==> src/rtl/iqba_pkg.sv <==
// constants, register codes and helper function for the interval quadtree bin assigner
// used by interval_quadtree_bin_assign; no other dependencies
`timescale 1ns / 1ps

package iqba_pkg;

  localparam int MAX_LEVELS = 7;
  localparam int POS_BITS   = 32;
  localparam int LEN_W      = 33;
  localparam int LVL_W      = 3;
  localparam int BIN_W      = 15;
  localparam int TAG_W      = 32;
  localparam int CNT_W      = 32;
  // quotient bits needed for the deepest level: 2*levels plus one
  localparam int Q_W        = 2 * MAX_LEVELS + 1;
  localparam int WID_W      = LEN_W - 2;
  localparam int DSH_W      = WID_W + 2 * MAX_LEVELS;
  localparam int STEP_W     = $clog2(Q_W);
  localparam int SHF_W      = LVL_W + 1;

  localparam int CFG_IDX_W  = 2;
  localparam int CFG_DATA_W = LEN_W;

  localparam int IN_DATA_W  = 2 * POS_BITS + TAG_W;
  localparam int OUT_RAW_W  = BIN_W + LVL_W + TAG_W + CNT_W;
  localparam int OUT_DATA_W = ((OUT_RAW_W + 7) / 8) * 8;

  localparam logic [LEN_W-1:0] LEN_RESET = LEN_W'(16384);
  localparam logic [LVL_W-1:0] LVL_RESET = LVL_W'(7);

  typedef enum logic [CFG_IDX_W-1:0] {
    CFG_CONTIG_LENGTH = 2'd0,
    CFG_NUM_LEVELS    = 2'd1
  } cfg_reg_t;

  // first global bin number of a level: 4^0 + ... + 4^(lvl-1)
  function automatic logic [BIN_W-1:0] level_offset(input logic [LVL_W-1:0] lvl);
    logic [BIN_W-1:0] off;
    off = '0;
    for (int k = 0; k < MAX_LEVELS; k++) begin
      if (k < int'(lvl)) begin
        off = off + (BIN_W'(1) << (2 * k));
      end
    end
    return off;
  endfunction

endpackage

==> src/rtl/interval_quadtree_bin_assign.sv <==
// interval quadtree bin assigner: top level with sequencer and shared two-lane divider
// depends on iqba_pkg
`timescale 1ns / 1ps

// Usage
//   in_*  : one request per interval; in_tdata = start_pos, end_pos, block_id.
//   out_* : one result per request, in order; out_tuser flags out-of-range.
//   cfg_* : write contig_length (index 0) or num_levels (index 1) while idle.
// Each request walks the levels from the deepest upward. For every level a
// single restoring divider, with one subtract-compare lane for each end of
// the interval, produces both bin numbers one quotient bit per cycle.
// From acceptance, an out-of-range request or one with zero levels goes
// straight to the finish state; otherwise each visited level passes through
// setup, the divider loop and a check, and a level whose bin width is zero
// is skipped in setup. Results leave from the finish state.
// in_tready is high only while the sequencer is idle.
// A finished result sits in the output register; the next request can be
// taken while it waits, and a further result waits in the sequencer until
// out_tready frees the register. cfg_ready is always high.
// Reset (rst_n low, synchronous) clears the site counter and restores
// contig_length = 16384 and num_levels = 7.

module interval_quadtree_bin_assign (
  input  logic                                 clk,
  input  logic                                 rst_n,
  input  logic                                 in_tvalid,
  output logic                                 in_tready,
  // start_pos [31:0], end_pos [63:32], block_id [95:64]
  input  logic [iqba_pkg::IN_DATA_W-1:0]       in_tdata,
  output logic                                 out_tvalid,
  input  logic                                 out_tready,
  // bin_index [14:0], bin_level [17:15], block_tag [49:18], site_total [81:50], zero pad
  output logic [iqba_pkg::OUT_DATA_W-1:0]      out_tdata,
  // out_of_range [0]
  output logic                                 out_tuser,
  input  logic                                 cfg_valid,
  output logic                                 cfg_ready,
  input  logic [iqba_pkg::CFG_IDX_W-1:0]       cfg_index,
  input  logic [iqba_pkg::CFG_DATA_W-1:0]      cfg_data
);

  localparam int PB  = iqba_pkg::POS_BITS;
  localparam int QW  = iqba_pkg::Q_W;
  localparam int DW  = iqba_pkg::DSH_W;
  localparam int LW  = iqba_pkg::LVL_W;
  localparam int BW  = iqba_pkg::BIN_W;
  localparam int CW  = iqba_pkg::CNT_W;

  typedef enum logic [2:0] {
    ST_IDLE,
    ST_SETUP,
    ST_DIV,
    ST_CHECK,
    ST_FIN
  } state_t;

  state_t                         state_r, state_nxt;
  logic [iqba_pkg::LEN_W-1:0]     len_r, len_nxt;
  logic [LW-1:0]                  nlev_r, nlev_nxt;
  logic [PB-1:0]                  s_r, s_nxt, e_r, e_nxt;
  logic [iqba_pkg::TAG_W-1:0]     tag_r, tag_nxt;
  logic [LW-1:0]                  lvl_r, lvl_nxt;
  logic [DW-1:0]                  dsh_r, dsh_nxt;
  logic [PB-1:0]                  rs_r, rs_nxt, re_r, re_nxt;
  logic [QW-1:0]                  qs_r, qs_nxt, qe_r, qe_nxt;
  logic [iqba_pkg::STEP_W-1:0]    step_r, step_nxt;
  logic [BW-1:0]                  idx_r, idx_nxt;
  logic [LW-1:0]                  blvl_r, blvl_nxt;
  logic                           oor_r, oor_nxt;
  logic [CW-1:0]                  cnt_r, cnt_nxt;
  logic                           ovld_r, ovld_nxt;
  logic [BW-1:0]                  obin_r, obin_nxt;
  logic [LW-1:0]                  olvl_r, olvl_nxt;
  logic [iqba_pkg::TAG_W-1:0]     otag_r, otag_nxt;
  logic                           ooor_r, ooor_nxt;
  logic [CW-1:0]                  ocnt_r, ocnt_nxt;

  logic [PB-1:0]                  in_s, in_e;
  logic [iqba_pkg::TAG_W-1:0]     in_tag;
  logic                           in_oor;
  logic [LW-1:0]                  levels;
  logic [iqba_pkg::SHF_W-1:0]     shamt;
  logic [iqba_pkg::WID_W-1:0]     wid;
  logic                           ge_s, ge_e;
  logic [DW-1:0]                  sub_s, sub_e;
  logic [QW-1:0]                  nbins_m1, bf, bt;
  logic                           in_acc, cfg_acc;

  assign in_s   = in_tdata[PB-1:0];
  assign in_e   = in_tdata[2*PB-1:PB];
  assign in_tag = in_tdata[2*PB+iqba_pkg::TAG_W-1:2*PB];
  assign in_oor = ({1'b0, in_s} >= len_r) || ({1'b0, in_e} >= len_r);
  assign levels = (nlev_r > LW'(iqba_pkg::MAX_LEVELS)) ? LW'(iqba_pkg::MAX_LEVELS) : nlev_r;

  assign in_tready = (state_r == ST_IDLE);
  assign cfg_ready = 1'b1;
  assign in_acc    = in_tvalid && in_tready;
  assign cfg_acc   = cfg_valid && cfg_ready;

  // bin width of the current level and its top quotient bit position
  assign shamt = {lvl_r, 1'b0};
  assign wid   = iqba_pkg::WID_W'(len_r >> shamt);

  // shared divider lanes
  assign ge_s  = {{(DW-PB){1'b0}}, rs_r} >= dsh_r;
  assign ge_e  = {{(DW-PB){1'b0}}, re_r} >= dsh_r;
  assign sub_s = {{(DW-PB){1'b0}}, rs_r} - dsh_r;
  assign sub_e = {{(DW-PB){1'b0}}, re_r} - dsh_r;

  assign nbins_m1 = (QW'(1) << shamt) - QW'(1);
  assign bf = (qs_r > nbins_m1) ? nbins_m1 : qs_r;
  assign bt = (qe_r > nbins_m1) ? nbins_m1 : qe_r;

  always_comb begin
    state_nxt = state_r;
    len_nxt   = len_r;
    nlev_nxt  = nlev_r;
    s_nxt     = s_r;
    e_nxt     = e_r;
    tag_nxt   = tag_r;
    lvl_nxt   = lvl_r;
    dsh_nxt   = dsh_r;
    rs_nxt    = rs_r;
    re_nxt    = re_r;
    qs_nxt    = qs_r;
    qe_nxt    = qe_r;
    step_nxt  = step_r;
    idx_nxt   = idx_r;
    blvl_nxt  = blvl_r;
    oor_nxt   = oor_r;
    cnt_nxt   = cnt_r;
    ovld_nxt  = ovld_r;
    obin_nxt  = obin_r;
    olvl_nxt  = olvl_r;
    otag_nxt  = otag_r;
    ooor_nxt  = ooor_r;
    ocnt_nxt  = ocnt_r;

    if (cfg_acc) begin
      case (cfg_index)
        iqba_pkg::CFG_CONTIG_LENGTH: len_nxt  = cfg_data;
        iqba_pkg::CFG_NUM_LEVELS:    nlev_nxt = cfg_data[LW-1:0];
        default: ;
      endcase
    end

    if (ovld_r && out_tready) begin
      ovld_nxt = 1'b0;
    end

    case (state_r)
      ST_IDLE: begin
        if (in_acc) begin
          s_nxt    = in_s;
          e_nxt    = in_e;
          tag_nxt  = in_tag;
          oor_nxt  = in_oor;
          idx_nxt  = '0;
          blvl_nxt = '0;
          lvl_nxt  = levels;
          if (in_oor || levels == '0) begin
            state_nxt = ST_FIN;
          end else begin
            state_nxt = ST_SETUP;
          end
        end
      end
      ST_SETUP: begin
        if (wid == '0) begin
          // bin narrower than one position: skip this level
          if (lvl_r == LW'(1)) begin
            state_nxt = ST_FIN;
          end else begin
            lvl_nxt = lvl_r - LW'(1);
          end
        end else begin
          dsh_nxt   = DW'(wid) << shamt;
          step_nxt  = iqba_pkg::STEP_W'(shamt);
          rs_nxt    = s_r;
          re_nxt    = e_r;
          qs_nxt    = '0;
          qe_nxt    = '0;
          state_nxt = ST_DIV;
        end
      end
      ST_DIV: begin
        if (ge_s) rs_nxt = sub_s[PB-1:0];
        if (ge_e) re_nxt = sub_e[PB-1:0];
        qs_nxt  = {qs_r[QW-2:0], ge_s};
        qe_nxt  = {qe_r[QW-2:0], ge_e};
        dsh_nxt = dsh_r >> 1;
        step_nxt = step_r - iqba_pkg::STEP_W'(1);
        if (step_r == '0) begin
          state_nxt = ST_CHECK;
        end
      end
      ST_CHECK: begin
        if (bf == bt) begin
          idx_nxt   = iqba_pkg::level_offset(lvl_r) + BW'(bf);
          blvl_nxt  = lvl_r;
          state_nxt = ST_FIN;
        end else if (lvl_r == LW'(1)) begin
          state_nxt = ST_FIN;
        end else begin
          lvl_nxt   = lvl_r - LW'(1);
          state_nxt = ST_SETUP;
        end
      end
      ST_FIN: begin
        if (!ovld_r || out_tready) begin
          if (!oor_r && cnt_r != '1) begin
            cnt_nxt = cnt_r + CW'(1);
          end
          ovld_nxt  = 1'b1;
          obin_nxt  = idx_r;
          olvl_nxt  = blvl_r;
          otag_nxt  = tag_r;
          ooor_nxt  = oor_r;
          ocnt_nxt  = (!oor_r && cnt_r != '1) ? cnt_r + CW'(1) : cnt_r;
          state_nxt = ST_IDLE;
        end
      end
      default: state_nxt = ST_IDLE;
    endcase
  end

  always_ff @(posedge clk) begin
    if (!rst_n) begin
      state_r <= ST_IDLE;
      len_r   <= iqba_pkg::LEN_RESET;
      nlev_r  <= iqba_pkg::LVL_RESET;
      cnt_r   <= '0;
      ovld_r  <= 1'b0;
    end else begin
      state_r <= state_nxt;
      len_r   <= len_nxt;
      nlev_r  <= nlev_nxt;
      cnt_r   <= cnt_nxt;
      ovld_r  <= ovld_nxt;
    end
    s_r    <= s_nxt;
    e_r    <= e_nxt;
    tag_r  <= tag_nxt;
    lvl_r  <= lvl_nxt;
    dsh_r  <= dsh_nxt;
    rs_r   <= rs_nxt;
    re_r   <= re_nxt;
    qs_r   <= qs_nxt;
    qe_r   <= qe_nxt;
    step_r <= step_nxt;
    idx_r  <= idx_nxt;
    blvl_r <= blvl_nxt;
    oor_r  <= oor_nxt;
    obin_r <= obin_nxt;
    olvl_r <= olvl_nxt;
    otag_r <= otag_nxt;
    ooor_r <= ooor_nxt;
    ocnt_r <= ocnt_nxt;
  end

  assign out_tvalid = ovld_r;
  assign out_tuser  = ooor_r;
  assign out_tdata  = {{(iqba_pkg::OUT_DATA_W - iqba_pkg::OUT_RAW_W){1'b0}},
                       ocnt_r, otag_r, olvl_r, obin_r};

  // divider never runs on a zero divisor or at the root level
  a_div_nonzero: assert property (@(posedge clk) disable iff (!rst_n)
    (state_r == ST_DIV) |-> (dsh_r != '0 && lvl_r != '0))
    else $error("divider running with zero divisor or at root");

  // out-of-range results carry the root bin
  a_oor_root: assert property (@(posedge clk) disable iff (!rst_n)
    (ovld_r && ooor_r) |-> (olvl_r == '0 && obin_r == '0))
    else $error("out-of-range result with non-root bin");

  // root level always means bin zero
  a_root_bin: assert property (@(posedge clk) disable iff (!rst_n)
    (ovld_r && olvl_r == '0) |-> (obin_r == '0))
    else $error("root level with non-zero bin");

  // site counter only moves up by one as a result is loaded
  a_cnt_step: assert property (@(posedge clk) disable iff (!rst_n)
    (cnt_r != $past(cnt_r)) |-> (cnt_r == $past(cnt_r) + CW'(1) && $past(state_r) == ST_FIN))
    else $error("site counter changed unexpectedly");

endmodule
==> config.mk <==
export PLATFORM = sky130hd
export DESIGN_NAME = interval_quadtree_bin_assign
export DESIGN_NICKNAME = d
export VERILOG_FILES = /design/src/rtl/iqba_pkg.sv /design/src/rtl/interval_quadtree_bin_assign.sv
export SDC_FILE = /design/constraint.sdc
export NUM_CORES = 1
export LEC_CHECK = 0
export BUFFER_PORTS_ARGS = -buffer_cell sky130_fd_sc_hd__buf_2
export CAP_MARGIN = 20
export CORE_ASPECT_RATIO = 1.4
export CORE_MARGIN = 1
export CORE_UTILIZATION = 60
export CTS_CLUSTER_SIZE = 10
export DETAILED_ROUTE_END_ITERATION = 10
export PLACE_DENSITY = 0.86
export SKIP_CTS_REPAIR_TIMING = 1
export SLEW_MARGIN = 20
export SYNTH_ARGS = -nofsm -noshare
export SYNTH_HDL_FRONTEND = slang
export SYNTH_SLANG_ARGS = --single-unit
==> constraint.sdc <==
create_clock -name clk -period 15.11 [get_ports clk]
set_input_delay 2.2665 -clock clk [delete_from_list [all_inputs] [get_ports clk]]
set_output_delay 2.2665 -clock clk [all_outputs]
set_load 0.02 [all_outputs]
After elaboration in Yosys (flattened, before gate mapping):

Cells that the tools add are included.

* $lt $le $gt $ge: 14
* eq/ne operators: 18
* add/sub/neg operators: 13
* reduce and logical (&&, ||, !) cells: 26
* mux-type cells: 61
* shift operators: 3

Operators by type and width (number)
* 15-bit two-way mux: 25
* 32-bit two-way mux: 5
* 32-bit case mux with 2 select lines: 2
* 32-bit by 45-bit >= comparator with 1-bit output: 2
* 15-bit case mux with 2 select lines: 3
* 45-bit case mux with 2 select lines: 1
* 32-bit by 33-bit >= comparator with 1-bit output: 2
* 32-bit subtractor: 2
* 3-bit two-way mux: 15
* 45-bit two-way mux: 1
* 31-bit by 4-bit left shift with 45-bit output: 1
* 33-bit by 4-bit right shift with 31-bit output: 1
* 32-bit by 1-bit adder with 32-bit output (second input constant): 1
* 32-bit != test (second input constant): 1
* 31-bit logical NOT: 1
* 15-bit greater-than comparator: 2
* 2-bit != test (second input constant): 8
* 15-bit by 11-bit adder with 15-bit output (second input constant): 1
* 15-bit by 13-bit adder with 15-bit output (second input constant): 1
* 15-bit adder: 1
* 15-bit by 3-bit adder with 15-bit output (second input constant): 1
* 15-bit by 5-bit adder with 15-bit output (second input constant): 1
* 15-bit by 7-bit adder with 15-bit output (second input constant): 1
* 15-bit by 9-bit adder with 15-bit output (second input constant): 1
* 32 further kinds: 55

* logic and storage cells: 158
* bits in registers: 416
* input bits: 136

Longest topological paths before layout:

* depth after elaboration: 34
* depth in mapped cells: 33
* depth with buffers taken out: 26

Worst setup path after synthesis:

OpenSTA, ideal clock, no wires.

* path kind: flip-flop to flip-flop
* start point: register lvl_r[0]
* end point: register idx_r[14], data pin
* path buffers: 9
* path slack: 8217 ps
* arrival time: 6635 ps
* setup time: 258 ps
* stages on the path, launching flop included: 34
* path through: edfxtp_1 -> clkbuf_1 -> buf_1 -> clkbuf_1 -> inv_1 -> buf_1 -> ha_1 -> buf_4 -> nand2_1 -> ha_1 -> buf_2 -> o21ai_1 -> a21oi_1 -> inv_1 -> ha_1 -> maj3_1 -> o211ai_1 -> nand2_2 -> o21ai_4 -> buf_6 -> buf_4 -> clkbuf_1 -> a21oi_1 -> ha_1 -> ha_1 -> a21oi_1 -> inv_1 -> a31oi_1 -> o21bai_1 -> a21oi_1 -> o21ai_0 -> nand2_1 -> xnor2_1 -> nor2_1

* cells in the longest elaborated chain, start to end: 31
* elaborated cells on any way between the ends: 41
* classes of those cells: add/sub: 8; order compare: 8; shift: 1; mux: 24

RTL lines
* start: declaration: line interval_quadtree_bin_assign.sv:62 `logic [LW-1:0] lvl_r, lvl_nxt;`
* start signal: assignment: line interval_quadtree_bin_assign.sv:244 `lvl_r <= lvl_nxt;`
* 1-bit by 3-bit less-than comparator with 1-bit output: line iqba_pkg.sv:41 `if (k < int'(lvl)) begin`
* 1-bit two-way mux: line iqba_pkg.sv:41
* 15-bit two-way mux: line interval_quadtree_bin_assign.sv:198 `if (bf == bt) begin`
* 15-bit two-way mux: line interval_quadtree_bin_assign.sv:151 `case (state_r)`
* 15-bit by 3-bit adder with 15-bit output: line iqba_pkg.sv:42 `off = off + (BIN_W'(1) << (2 * k));`
* 15-bit two-way mux: line iqba_pkg.sv:41
* 15-bit two-way mux: line interval_quadtree_bin_assign.sv:198
* 15-bit two-way mux: line interval_quadtree_bin_assign.sv:151
* [15 not listed]
* 15-bit two-way mux: line interval_quadtree_bin_assign.sv:151
* 15-bit by 13-bit adder with 15-bit output: line iqba_pkg.sv:42
* 15-bit two-way mux: line iqba_pkg.sv:41
* 15-bit two-way mux: line interval_quadtree_bin_assign.sv:198
* 15-bit two-way mux: line interval_quadtree_bin_assign.sv:151
* 15-bit adder (*): line interval_quadtree_bin_assign.sv:199 `idx_nxt = iqba_pkg::level_offset(lvl_r) + BW'(bf);`
* 15-bit two-way mux (*): line interval_quadtree_bin_assign.sv:198
* 15-bit case mux with 2 select lines (*): line interval_quadtree_bin_assign.sv:151
* end signal: assignment: line interval_quadtree_bin_assign.sv:251 `idx_r <= idx_nxt;`
* end: declaration: line interval_quadtree_bin_assign.sv:67 `logic [BW-1:0] idx_r, idx_nxt;`

Mark *: on every way between the ends. The rest lies on a longest branch, timed or not. The select of a mux whose other input is x is not followed.
A chain may end at the register's enable or synchronous reset.

Worst setup path in the final report:

* start point: register lvl_r[1]
* end point: register idx_r[10], enable pin

* cells in the longest elaborated chain, start to end: 7
* elaborated cells on any way between the ends: 9
* classes of those cells: add/sub: 1; order compare: 2; eq/ne: 2; shift: 1; mux: 2; reduce/logical: 1

RTL lines
* 1-bit by 4-bit left shift with 15-bit output (*): line interval_quadtree_bin_assign.sv:110 `assign nbins_m1 = (QW'(1) << shamt) - QW'(1);`
* 15-bit by 2-bit subtractor with 15-bit output (*): line interval_quadtree_bin_assign.sv:110
* 15-bit greater-than comparator, on equally long branches: line interval_quadtree_bin_assign.sv:111, interval_quadtree_bin_assign.sv:112
* 15-bit two-way mux, on equally long branches: line interval_quadtree_bin_assign.sv:111, interval_quadtree_bin_assign.sv:112
* 15-bit equality test (*): line interval_quadtree_bin_assign.sv:198
* 2-bit != test (no line) (*)
* 3-bit AND reduction (no line) (*)

Mark *: on every way between the ends. The rest lies on a longest branch, timed or not.

==> results.md <==
- Min-delay worst type: reg -> reg
- Placer Congestion: 0.993
- # DRC: 0
- Max Slew Vio Count: 0
- Leak pwr: 10.5 nW
- Number of buffers created by CTS: 47
- Metal3 WL: 4400 um
- Core Area: 0.0386 mm2
- Yosys top cell by area: edfxtp_1
- Comb pwr share: 20.8%
- Synth area leaders: edfxtp_1 44%, ha_1 8.8%, dfxtp_1 6.1%
- Die ar.: 0.0402 mm2
- # H-tree levels: 2
- Pre-antenna DRT Iters: 5
- Hold Fails Final Rpt: 0
- EDFF count, synth: 344
- Critical Path Source Type: flip-flop
- Uppermost layer routed: met5
- CP max FO: 51
- Chip Height: 237 um
- First-pass GRT wire length: 97700 um
- DR vias/cell: 6.14
- Sw frac: 29.5%
- Max Cap Viol: 0
- Filler Cells Inserted: 2815
- Max Clock Skew: 0.0439 ns
- Initial Util: 61.2%
- Setup TNS: 0 ns
- IO buf count: 220
- Net Switching: 0.902 mW
- Syn_area_per_cell: 10.4 um2
- Via count: 18.6k
- CTS root buf: clkbuf_16
- Finished Core Util: 68.6%
- Row count: 85
- Shortest period the worst path allows: 7.70 ns
- Count leader, synth: edfxtp_1
- Worst setup EP type: flip-flop
- Pwr dens: 116 mW/mm2
- Clock Power Share: 33.9%
- Post-Place Worst Slack: 7.64 ns
- Clock Path Buffers: 3
- Status: finished clean
- Width of the die: 170 um
- Synth top cells by count: 344 x edfxtp_1, 290 x nand2_1, 193 x o21ai_0
- Slew @ Worst Pin: 1.04 ns
- Dpl hpwl: 46000 um
- Synthesized cell area: 0.0236 mm2
- # nets final: 2772
- Arrival time at the worst endpoint: 7.91 ns
- Top FF cell, synth: edfxtp_1
- Vias in the first global route: 18.5k
- Sink Count: 416
- Clock-pin slew on the worst setup and hold paths: 0.06 ns
- Drt initial violations: 1752
- Routed Antenna Nets: 0
- P_int: 2.16 mW
- Critical path class: reg -> reg
- Peak Freq: 0.130 GHz
- Total Power: 3.06 mW
- Synth async-reset ratio: 0%
- GRT overflow: 0
- Power share of the sequential group: 45.3%
- Synth Warn #: 0
- VDD IR max: 0.105 mV
- # IOs: 228
- Setup violators final: 0
- Post-route clock period utilization: 50.9%
- Tot GR Track Use: 31.5%
- WL/cell: 21.1 um
- Largest net degree at the start of global routing: 82
- Share of cells above drive strength 1: 13.6%
- Slew headroom: 30.7%
- Met2 Routed Length: 32400 um
- Initial antenna violation count: 4
- Req. time, crit path: 15.33 ns
- Clk_lat worst skew: 0.60 ns
- Yosys reg bits: 416
- CTS tree: done
- Layout Area Growth over Synthesis: 12.0%
- Cells after Synth: 2274
- RSZ-0062 raised after global routing: false
- Min setup slack post-route: 7.41 ns
- Drt total wl: 63700 um
- M1 WL: 23200 um
- Count of different cell masters after synthesis: 92
- Sequential fraction of the synthesis area: 49.8%
- Top cell type's share of synthesized area: 43.7%
==> logic make-up after synthesis <==
kind of cell	after synthesis	share of synthesized area [%]
other cells	2	0.0318
compound gates	569	15.3
fa+ha+maj	170	9.04
xor+xnor	136	5.04
flops	416	49.8
simple gates	724	14.6
buf+inv	219	3.83
mux	38	2.28
==> layer usage <==
layer | up-vias | track usage [%]
met5 | - | 0
met4 | 4 | 17.7
met3 | 223 | 4.95
met2 | 839 | 55.4
met1 | 8855 | 36.1
li1 | 8629 | -
==> per-stage QoR <==
| step | hold WS (ns) | cells | cell area [um2] |
|---|---|---|---|
| floorplan | 0.400 | 2280 | 23700 |
| global placement | 0.400 | 2941 | 25100 |
| detailed placement | 0.405 | 2941 | 25100 |
| CTS | 0.417 | 3021 | 26500 |
| global route | 0.419 | 3023 | 26500 |
| finish | 0.416 | 3023 | 26500 |
==> layout make-up <==
class                           count  area (um2)  area share, %
Clock inverter                      3        66.3          0.250
Multi-Input combinational cell   1645       11000           41.6
Tap cell                          522         653           2.47
Timing Repair Buffer              233        1200           4.53
Sequential cell                   416       11800           44.5
Clock buffer                       77        1290           4.87
Inverter                          125         470           1.78
Antenna cell                        2        5.00         0.0189
==> path summary, 6_finish.rpt <==
kind / from / endpoint / slack [ns] / depth (start not counted)
hold reg to reg: tag_r[11] / otag_r[11] / 0.42 / 0
setup / recovery: lvl_r[1] / idx_r[10] / 7.41 / 19
hold / removal: tag_r[11] / otag_r[11] / 0.42 / 0
setup reg to reg: lvl_r[1] / idx_r[10] / 7.41 / 19
==> cells in the final DEF (no fill, tap or decap), drive strengths merged, types with 8 or more instances in the layout <==
| master | synthesis | routed |
|---|---|---|
| nand4 | 27 | 27 |
| mux2i | 19 | 19 |
| a21oi | 127 | 127 |
| and3 | 23 | 23 |
| and2 | 59 | 59 |
| o22ai | 12 | 12 |
| o21ai | 197 | 197 |
| nand2 | 293 | 293 |
| nor2 | 139 | 139 |
| nand3 | 39 | 39 |
| ha | 166 | 166 |
| buf | 31 | 233 |
| o211ai | 15 | 15 |
| conb | 2 | 8 |
| edfxtp | 344 | 344 |
| a211oi | 13 | 13 |
| o21a | 10 | 10 |
| nor3 | 36 | 36 |
| a31oi | 15 | 15 |
| mux4 | 12 | 12 |
| xnor2 | 87 | 87 |
| nor4 | 13 | 13 |
| a21o | 51 | 51 |
| inv | 125 | 125 |
| a21boi | 45 | 45 |
| o31ai | 12 | 12 |
| xor2 | 49 | 49 |
| nand2b | 25 | 25 |
| or3 | 20 | 20 |
| dfxtp | 72 | 72 |
| clkbuf | 63 | 77 |
| o21bai | 11 | 11 |
| nor2b | 23 | 23 |
==> sequential cells by signal, indices dropped and copies added, names as in the netlist <==
register,count
dsh_r,45
len_r,33
cnt_r,32
e_r,32
ocnt_r,32
otag_r,32
re_r,32
rs_r,32
s_r,32
tag_r,32
idx_r,15
obin_r,15
qe_r,15
qs_r,15
step_r,4
blvl_r,3
lvl_r,3
nlev_r,3
olvl_r,3
state_r,3
oor_r,1
out_tuser,1
out_tvalid,1
==> worst max-delay path: stages (launching register included) <==
cell	delay (ns)
edfxtp_1	0.35
buf_4	0.30
inv_1	0.73
ha_1	0.58
nand2_1	0.30
ha_1	0.44
xnor2_1	0.62
ha_1	0.38
a2111oi_0	0.43
a32oi_1	0.20
and3_4	0.23
o211ai_4	0.24
a21o_1	0.77
nand2_4	0.21
o21ai_0	0.23
o21ai_1	0.10
a2111oi_2	0.35
nand4_1	0.22
nor2_1	0.17
or2_2	0.41
==> power by group through the flow <==
stage,clock (mW),combinational [mW],sequential (mW)
3_3_place_gp,0,0.603,1.41
4_1_cts,1.04,0.627,1.39
5_1_grt,1.09,0.693,1.39
2_1_floorplan,0,0.431,1.43
6_report,1.04,0.637,1.39
3_5_place_dp,0,0.621,1.41
Note: power is estimated with default switching activity, not from simulation.
